$ cat config.mk
export PLATFORM = sky130hd
export DESIGN_NAME = thl_ctrl
export DESIGN_NICKNAME = d
export VERILOG_FILES = /design/src/rtl/core/tree_hierarchical_lock_macros.svh /design/src/rtl/core/thl_pkg.sv /design/src/rtl/core/thl_ctrl.sv
export SDC_FILE = /design/constraint.sdc
export NUM_CORES = 1
export LEC_CHECK = 0
export ABC_CLOCK_PERIOD_IN_PS = 1330
export BUFFER_PORTS_ARGS = -buffer_cell sky130_fd_sc_hd__buf_4
export CORE_MARGIN = 10
export CORE_UTILIZATION = 41
export DETAILED_ROUTE_END_ITERATION = 10
export PLACE_DENSITY = 0.75
export SYNTH_ARGS = -nofsm -noshare
export SYNTH_HDL_FRONTEND = slang
export SYNTH_SLANG_ARGS = --single-unit
$ cat constraint.sdc
create_clock -name clk_i -period 1.33 [get_ports clk_i]
set_clock_uncertainty 0.05 [all_clocks]
set_input_delay 0.1995 -clock clk_i [delete_from_list [all_inputs] [get_ports clk_i]]
set_output_delay 0.1995 -clock clk_i [all_outputs]
set_load 0.01 [all_outputs]
$ cat src/rtl/core/tree_hierarchical_lock_macros.svh
// ----------------------------------------------------------------------------
// tree_hierarchical_lock_macros.svh
// Assertion helpers for the hierarchical lock manager.
// ----------------------------------------------------------------------------
`ifndef TREE_HIERARCHICAL_LOCK_MACROS_SVH
`define TREE_HIERARCHICAL_LOCK_MACROS_SVH
`ifndef SYNTH
// Plain property, sampled on clk_i, off during reset
`define THL_ASSERT(lbl, prop) \
  lbl: assert property (@(posedge clk_i) disable iff (!rst_ni) (prop)) \
    else $error("tree_hierarchical_lock assertion failed");
// Implication in the same cycle
`define THL_ASSERT_IMPL(lbl, ante, cons) \
  `THL_ASSERT(lbl, (ante) |-> (cons))
`else
`define THL_ASSERT(lbl, prop)
`define THL_ASSERT_IMPL(lbl, ante, cons)
`endif
`endif

$ cat src/rtl/core/thl_pkg.sv
// ----------------------------------------------------------------------------
// thl_pkg
// Types, codes and defaults shared by the hierarchical lock manager.
// ----------------------------------------------------------------------------
package thl_pkg;

  // Default parameter values
  localparam int NodesDef    = 256;
  localparam int MaxDepthDef = 32;

  // Nodes addressable by an 8-bit index
  localparam int NodeSpace = 256;

  typedef enum logic [1:0] {
    CMD_LINK   = 2'd0,
    CMD_LOCK   = 2'd1,
    CMD_UNLOCK = 2'd2,
    CMD_QUERY  = 2'd3
  } cmd_e;

  typedef enum logic [2:0] {
    S_CLEAR,
    S_IDLE,
    S_FETCH,
    S_WALK,
    S_COMMIT,
    S_ADJ,
    S_RESP
  } ctrl_state_e;

  // Node memory read address source
  typedef enum logic [1:0] {
    RD_IN,      // node index of the incoming request
    RD_RDPAR,   // parent of the entry just read
    RD_ENTPAR   // parent of the captured request node
  } rd_sel_e;

  // Node memory write source
  typedef enum logic [2:0] {
    WR_NONE,
    WR_CLEAR,
    WR_LINK,
    WR_COMMIT,
    WR_ADJ
  } wr_sel_e;

  // One node memory entry
  typedef struct packed {
    logic        root;
    logic [7:0]  parent;
    logic        locked;
    logic [15:0] count;
  } node_ent_t;

  // Controller to datapath
  typedef struct packed {
    logic    accept;
    logic    clr_inc;
    logic    rd_en;
    rd_sel_e rd_sel;
    wr_sel_e wr_sel;
    logic    capture_ent;
    logic    walk_step;
    logic    depth_clr;
    logic    res_load;
    logic    res_answer;
    logic    res_locked;
    logic    res_status;
    logic    out_load;
  } dp_cmd_t;

  // Datapath to controller
  typedef struct packed {
    cmd_e cmd;
    logic node_oor;
    logic link_ok;
    logic rd_locked;
    logic rd_root;
    logic rd_count_zero;
    logic seen_now;
    logic depth_hit;
    logic ent_root;
    logic clr_last;
    logic out_busy;
  } dp_stat_t;

endpackage

$ cat src/rtl/core/thl_ctrl.sv
// ----------------------------------------------------------------------------
// thl_ctrl
// Sequencer for link, lock, unlock and query over the node memory.
// ----------------------------------------------------------------------------
module thl_ctrl (
  input  logic              clk_i,
  input  logic              rst_ni,
  input  logic              in_valid_i,
  output logic              in_ready_o,
  input  thl_pkg::dp_stat_t stat_i,
  output thl_pkg::dp_cmd_t  cmd_o
);

  thl_pkg::ctrl_state_e state_q, state_d;
  logic is_lock, is_unlock;

  assign is_lock   = (stat_i.cmd == thl_pkg::CMD_LOCK);
  assign is_unlock = (stat_i.cmd == thl_pkg::CMD_UNLOCK);

  // Next state after one ancestor check
  function automatic thl_pkg::ctrl_state_e walk_next(thl_pkg::dp_stat_t st, logic lk);
    thl_pkg::ctrl_state_e ns;
    if (st.rd_root) begin
      ns = (lk && st.seen_now) ? thl_pkg::S_RESP : thl_pkg::S_COMMIT;
    end else if (st.depth_hit) begin
      ns = thl_pkg::S_RESP;
    end else begin
      ns = thl_pkg::S_WALK;
    end
    return ns;
  endfunction

  always_ff @(posedge clk_i or negedge rst_ni) begin
    if (!rst_ni) begin
      state_q <= thl_pkg::S_CLEAR;
    end else begin
      state_q <= state_d;
    end
  end

  // Next state
  always_comb begin
    state_d = state_q;
    unique case (state_q)
      thl_pkg::S_CLEAR: if (stat_i.clr_last) state_d = thl_pkg::S_IDLE;
      thl_pkg::S_IDLE:  if (in_valid_i) state_d = thl_pkg::S_FETCH;
      thl_pkg::S_FETCH: begin
        if (stat_i.node_oor) begin
          state_d = thl_pkg::S_RESP;
        end else begin
          unique case (stat_i.cmd)
            thl_pkg::CMD_LOCK: begin
              if (stat_i.rd_locked || !stat_i.rd_count_zero) state_d = thl_pkg::S_RESP;
              else state_d = walk_next(stat_i, 1'b1);
            end
            thl_pkg::CMD_UNLOCK: begin
              if (!stat_i.rd_locked) state_d = thl_pkg::S_RESP;
              else state_d = walk_next(stat_i, 1'b0);
            end
            default: state_d = thl_pkg::S_RESP;
          endcase
        end
      end
      thl_pkg::S_WALK:   state_d = walk_next(stat_i, is_lock);
      thl_pkg::S_COMMIT: state_d = stat_i.ent_root ? thl_pkg::S_RESP : thl_pkg::S_ADJ;
      thl_pkg::S_ADJ: begin
        if (stat_i.rd_root || stat_i.depth_hit) state_d = thl_pkg::S_RESP;
      end
      thl_pkg::S_RESP: if (!stat_i.out_busy) state_d = thl_pkg::S_IDLE;
      default: state_d = thl_pkg::S_CLEAR;
    endcase
  end

  // Outputs
  always_comb begin
    logic walk;
    walk       = 1'b0;
    cmd_o      = '0;
    cmd_o.rd_sel = thl_pkg::RD_IN;
    cmd_o.wr_sel = thl_pkg::WR_NONE;
    in_ready_o = 1'b0;
    unique case (state_q)
      thl_pkg::S_CLEAR: begin
        cmd_o.wr_sel  = thl_pkg::WR_CLEAR;
        cmd_o.clr_inc = 1'b1;
      end
      thl_pkg::S_IDLE: begin
        in_ready_o = 1'b1;
        if (in_valid_i) begin
          cmd_o.accept = 1'b1;
          cmd_o.rd_en  = 1'b1;
        end
      end
      thl_pkg::S_FETCH: begin
        cmd_o.capture_ent = 1'b1;
        if (stat_i.node_oor) begin
          cmd_o.res_load = 1'b1;
        end else begin
          unique case (stat_i.cmd)
            thl_pkg::CMD_LINK: begin
              if (stat_i.link_ok) cmd_o.wr_sel = thl_pkg::WR_LINK;
              cmd_o.res_load   = 1'b1;
              cmd_o.res_answer = stat_i.link_ok;
              cmd_o.res_locked = stat_i.rd_locked;
            end
            thl_pkg::CMD_LOCK: begin
              if (stat_i.rd_locked) begin
                cmd_o.res_load   = 1'b1;
                cmd_o.res_answer = 1'b1;
                cmd_o.res_locked = 1'b1;
              end else if (!stat_i.rd_count_zero) begin
                cmd_o.res_load = 1'b1;
              end else begin
                walk = 1'b1;
              end
            end
            thl_pkg::CMD_UNLOCK: begin
              if (!stat_i.rd_locked) begin
                cmd_o.res_load   = 1'b1;
                cmd_o.res_answer = 1'b1;
              end else begin
                walk = 1'b1;
              end
            end
            default: begin
              cmd_o.res_load   = 1'b1;
              cmd_o.res_answer = stat_i.rd_locked;
              cmd_o.res_locked = stat_i.rd_locked;
            end
          endcase
        end
      end
      thl_pkg::S_WALK: walk = 1'b1;
      thl_pkg::S_COMMIT: begin
        cmd_o.wr_sel = thl_pkg::WR_COMMIT;
        if (stat_i.ent_root) begin
          cmd_o.res_load   = 1'b1;
          cmd_o.res_answer = 1'b1;
          cmd_o.res_locked = is_lock;
        end else begin
          cmd_o.depth_clr = 1'b1;
          cmd_o.walk_step = 1'b1;
          cmd_o.rd_en     = 1'b1;
          cmd_o.rd_sel    = thl_pkg::RD_ENTPAR;
        end
      end
      thl_pkg::S_ADJ: begin
        cmd_o.wr_sel = thl_pkg::WR_ADJ;
        if (!stat_i.rd_root && !stat_i.depth_hit) begin
          cmd_o.walk_step = 1'b1;
          cmd_o.rd_en     = 1'b1;
          cmd_o.rd_sel    = thl_pkg::RD_RDPAR;
        end else begin
          cmd_o.res_load   = 1'b1;
          cmd_o.res_answer = 1'b1;
          cmd_o.res_locked = is_lock;
        end
      end
      thl_pkg::S_RESP: cmd_o.out_load = !stat_i.out_busy;
      default: ;
    endcase

    // Ancestor check step, shared by fetch and walk
    if (walk) begin
      if (stat_i.rd_root) begin
        if (is_lock && stat_i.seen_now) cmd_o.res_load = 1'b1;
      end else if (stat_i.depth_hit) begin
        cmd_o.res_load   = 1'b1;
        cmd_o.res_locked = is_unlock;
        cmd_o.res_status = 1'b1;
      end else begin
        cmd_o.walk_step = 1'b1;
        cmd_o.rd_en     = 1'b1;
        cmd_o.rd_sel    = thl_pkg::RD_RDPAR;
      end
    end
  end

endmodule

==> results of run 1 <==
==> through the flow <==
| step | hold slack, ns | std cells |
|---|---|---|
| after floorplan | -0.146 | 91 |
| after global placement | -0.0618 | 162 |
| after CTS | 0.240 | 172 |
| after detailed placement | -0.0571 | 162 |
==> cells by family after synthesis <==
| group | synth area share |
|---|---|
| multiplexers | 0.0317 |
| flip-flops | 0.112 |
| AO/OA/AOI/OAI | 0.358 |
| buffers and inverters | 0.0933 |
| adder cells (fa/ha/maj) | 0.0746 |
| AND/OR/NAND/NOR | 0.330 |
==> what timing repair did <==
| item | CTS |
|---|---|
| hold buffers | 1 |
| endpoints found under the hold margin | 3 |
| setup buffers | 6 |
| gates cloned | 0 |
| pin swaps | 9 |
| endpoints found under the setup margin | 20 |
| resized for setup | 20 |
==> out/summary.json, run 1 <==
{
  "syn_avg_cell_area_um2": 7.37,
  "synth-seq-area-share": 0.112,
  "worst_endpoint_kind": "top-level output",
  "cts.root.buffer_cell": "sky130_fd_sc_hd__clkbuf_4",
  "port-buffer-count": 31,
  "number_of_synthesis_warnings": 0,
  "yosys_register_bits": 3,
  "synth_enable_flop_cells": 0,
  "post_synth_num_cell_types": 47,
  "failed_stage": "5_1_grt",
  "ys.flop_type": "sky130_fd_sc_hd__dfrtp_1",
  "worst_endpoint": "cmd_o[13]",
  "die-width_um": 60.4,
  "synth_top_area_cell": "sky130_fd_sc_hd__dfrtp_1",
  "netlist_top_cells_area": "sky130_fd_sc_hd__dfrtp_1, sky130_fd_sc_hd__ha_1, sky130_fd_sc_hd__o21ai_0, sky130_fd_sc_hd__inv_1, sky130_fd_sc_hd__nor2_1",
  "floorplan.die.height_um": 60.4,
  "place_ws_ns": -0.444,
  "dp_hpwl_mm": 2.15,
  "largest_net_degree_at_the_start_of_global_routing": 12,
  "boundaryPins": 32,
  "post_syn_area_um2": 671,
  "count_of_mapped_cells_out_of_synthesis": 91,
  "initial_core_utilization": 0.440,
  "firstError": "[ERROR DPL-0038] Utilization greater than 100%, impossible to legalize",
  "synth_async_sr_flop_share": 1.00,
  "rows": 14,
  "placed_cell_area_um2": 1200,
  "numCtsBuffers": 3,
  "synth_top_area_frac": 0.112,
  "run_status": "stopped before the end",
  "cts-htree-levels": 1,
  "gp_congestion": 0.880,
  "cts.path.max_buffers": 2,
  "cts.sinks": 3,
  "synthesis.nets": 110,
  "post_synth_most_frequent_cells": "sky130_fd_sc_hd__inv_1, sky130_fd_sc_hd__nor2_1, sky130_fd_sc_hd__o21ai_0, sky130_fd_sc_hd__a21oi_1"
}
==> run 2: changes to the inputs <==
ABC_CLOCK_PERIOD_IN_PS = 1750   (was 1330)
CORE_AREA = 10 10 71 73   (was default)
CORE_MARGIN = default   (was 10)
CORE_UTILIZATION = default   (was 41)
DIE_AREA = 0 0 81 83   (was default)
PLACE_DENSITY = default   (was 0.75)
PLACE_DENSITY_LB_ADDON = 0.15   (was default)
clock period = 1.75 ns   (was 1.33 ns; I/O delays follow)
==> out/summary.json, run 2 <==
{
  "run_status": "finished with violations",
  "failed_checks": "setup timing",
  "cts_tree": "built",
  "grt_first_pass_wirelength_mm": 4.33,
  "cts-htree-levels": 1,
  "regToRegEndpoint": "state_q[0]",
  "wl_cell_um": 13.2,
  "syn_avg_cell_area_um2": 7.37,
  "post_syn_area_um2": 671,
  "hold_depth": 3,
  "ys.flop_type": "sky130_fd_sc_hd__dfrtp_1",
  "nNetsFinal": 170,
  "dp_hpwl_mm": 2.17,
  "placed_cell_area_um2": 1110,
  "setup.worst_path.class": "flip-flop to output pin",
  "numCtsBuffers": 3,
  "cp.arrival_ns": 1.57,
  "boundaryPins": 32,
  "worst_r2r_path_depth": 5,
  "dp_cells": 187,
  "floorplan.core_area_um2": 3630,
  "cts.root.buffer_cell": "sky130_fd_sc_hd__clkbuf_8",
  "netlist_top_cells_area": "sky130_fd_sc_hd__dfrtp_1, sky130_fd_sc_hd__ha_1, sky130_fd_sc_hd__o21ai_0, sky130_fd_sc_hd__inv_1, sky130_fd_sc_hd__nor2_1",
  "start_kind": "flip-flop",
  "antenna_cells": 0,
  "synth_top_area_cell": "sky130_fd_sc_hd__dfrtp_1",
  "routed-via-count": 888,
  "vias_in_the_first_global_route": 928,
  "setup_ws_ns": -0.133,
  "power_density_nw_per_um2": 1340,
  "fill_cells": 396,
  "vias_per_cell": 4.48,
  "instances_no_fill": 198,
  "worst_ep_required_time_ns": 1.44,
  "finalWirelength_mm": 2.62,
  "slew-limit-headroom": 0.743,
  "vdd_ir_drop_max_mv": 0.432,
  "maxCapViolCount": 0,
  "post-route-period-util": 1.08,
  "post_synth_num_cell_types": 47,
  "count_of_mapped_cells_out_of_synthesis": 91,
  "timing.hold.worst.start": "in_valid_i",
  "synth_enable_flop_cells": 0,
  "fmaxAchievable_mhz": 531,
  "first_pass_iteration_count_of_the_detailed_router": 4,
  "grt-ovfl-total": 0,
  "drt_drc_violations_left": 0,
  "clk-insertion-delay-late_ns": 0.21,
  "rows": 22,
  "initial_antenna_violation_count": 0,
  "worstMarginPinSlew_ns": 0.384,
  "number_of_synthesis_warnings": 0,
  "detail-route-antenna-nets": 0,
  "synthesis.nets": 110,
  "die-width_um": 81,
  "drt_iter0_drc": 106,
  "initial_core_utilization": 0.185,
  "hold_class": "input port to flip-flop",
  "total_leakage_power_uw": 0.000597,
  "crit_path_max_fanout": 4,
  "final-hold-violation-count": 0,
  "final_cell_mix": "sky130_fd_sc_hd__buf_4, sky130_fd_sc_hd__nor2_1, sky130_fd_sc_hd__o21ai_0, sky130_fd_sc_hd__buf_6, sky130_fd_sc_hd__inv_1",
  "yosys_register_bits": 3,
  "timing.reg2reg.setup_slack_ns": 0.25,
  "min_period_ns": 1.88,
  "groute.usage.overall": 0.0778,
  "worstReg2RegStart": "state_q[1]",
  "top_flop_regs": "state_q x3",
  "post_synth_most_frequent_cells": "sky130_fd_sc_hd__inv_1, sky130_fd_sc_hd__nor2_1, sky130_fd_sc_hd__o21ai_0, sky130_fd_sc_hd__a21oi_1",
  "floorplan.die.height_um": 83,
  "cts.path.max_buffers": 2,
  "clkTransAtPathRegs_ns": 0.03,
  "setup-violations-final": 6,
  "fin_util": 0.364,
  "layout.cells.most_common": "sky130_fd_sc_hd__buf_4",
  "rsz0062_at_grt": "yes",
  "final_design_area_no_fill_um2": 1320,
  "largest_net_degree_at_the_start_of_global_routing": 15,
  "port-buffer-count": 31,
  "gp_congestion": 0.770,
  "die_area_um2": 6720,
  "syn2layout_area_growth_pct": 97.2,
  "registers.top_by_ff_count": "state_q",
  "layout-drive-gt1-share": 0.580,
  "place_ws_ns": -0.178,
  "synth-seq-area-share": 0.112,
  "largest_reg_flops": 3,
  "cts.sinks": 3,
  "synth_top_area_frac": 0.112,
  "synth_async_sr_flop_share": 1.00,
  "kind_of_end_point_of_the_critical_path": "output pin",
  "timing.hold.worst_endpoint": "state_q[0]",
  "timing.final.max_slew_violations": 0
}
[run 2: per-stage QoR]
step                      hold WS, ns  TNS [ns]  total power, uW
final                           0.344    -0.385             1780
after global routing            0.370     -1.01             1940
after CTS                       0.329    -0.541             1690
after detailed placement      0.00249    -0.513             1370
after global placement       0.000600    -0.462             1380
after floorplan               -0.0831         0              822
[run 2: how the worst max path moves through the flow]
stage / from / endpoint / depth (start not counted)
2_1_floorplan: stat_i[11] / cmd_o[2] / 6
3_3_place_gp: stat_i[11] / cmd_o[2] / 8
3_5_place_dp: stat_i[11] / cmd_o[2] / 8
4_1_cts: state_q[1] / cmd_o[13] / 5
5_1_grt: state_q[1] / cmd_o[13] / 5
6_report: state_q[1] / cmd_o[13] / 5
[run 2: routing by layer]
metal / track usage / vias up / share of wire
li1: - / 457 / -
met4: 0.0360 / 0 / 0.018
met3: 0.0108 / 4 / 0.063
met2: 0.133 / 28 / 0.51
met1: 0.0915 / 399 / 0.41
met5: 0 / - / 0
[run 2: layout make-up]
class,instances,area [um2],area share
inverters,9,41.3,0.0312
repair buffers,59,483,0.365
well taps,48,60.1,0.0454
multi-input cells,75,617,0.466
flip-flops and latches,3,76.3,0.0577
clock buffers,4,45.0,0.0341
[run 2: cell families after synthesis]
| kind of cell | share of synthesized area |
|---|---|
| simple gates | 0.330 |
| fa+ha+maj | 0.0746 |
| compound gates | 0.358 |
| mux | 0.0317 |
| flops | 0.112 |
| buf+inv | 0.0933 |
[run 2: power by group]
part	total, uW	internal, uW	switching, uW	leakage (uW)
clock	196	155	41.3	0.0000228
sequential	153	111	41.1	0.0000349
combinational	1430	769	658	0.000539
[run 2: timing repair]
item | CTS | global route
gates resized for setup | 15 | 16
endpoints found under the setup margin | 7 | 10
hold buffers | 1 | 0
hold endpoints to repair | 3 | 0
buffers inserted | 3 | 3
pin swaps | 4 | 4
[run 2: critical path, cell delays in order, from the launching register on]
cell                       delay [ns]
sky130_fd_sc_hd__dfrtp_1         0.39
sky130_fd_sc_hd__or2b_4          0.23
sky130_fd_sc_hd__a211oi_2        0.05
sky130_fd_sc_hd__o21ai_2         0.19
sky130_fd_sc_hd__or3b_1          0.38
sky130_fd_sc_hd__buf_6           0.13
Note: power is estimated with default switching activity, not from simulation.
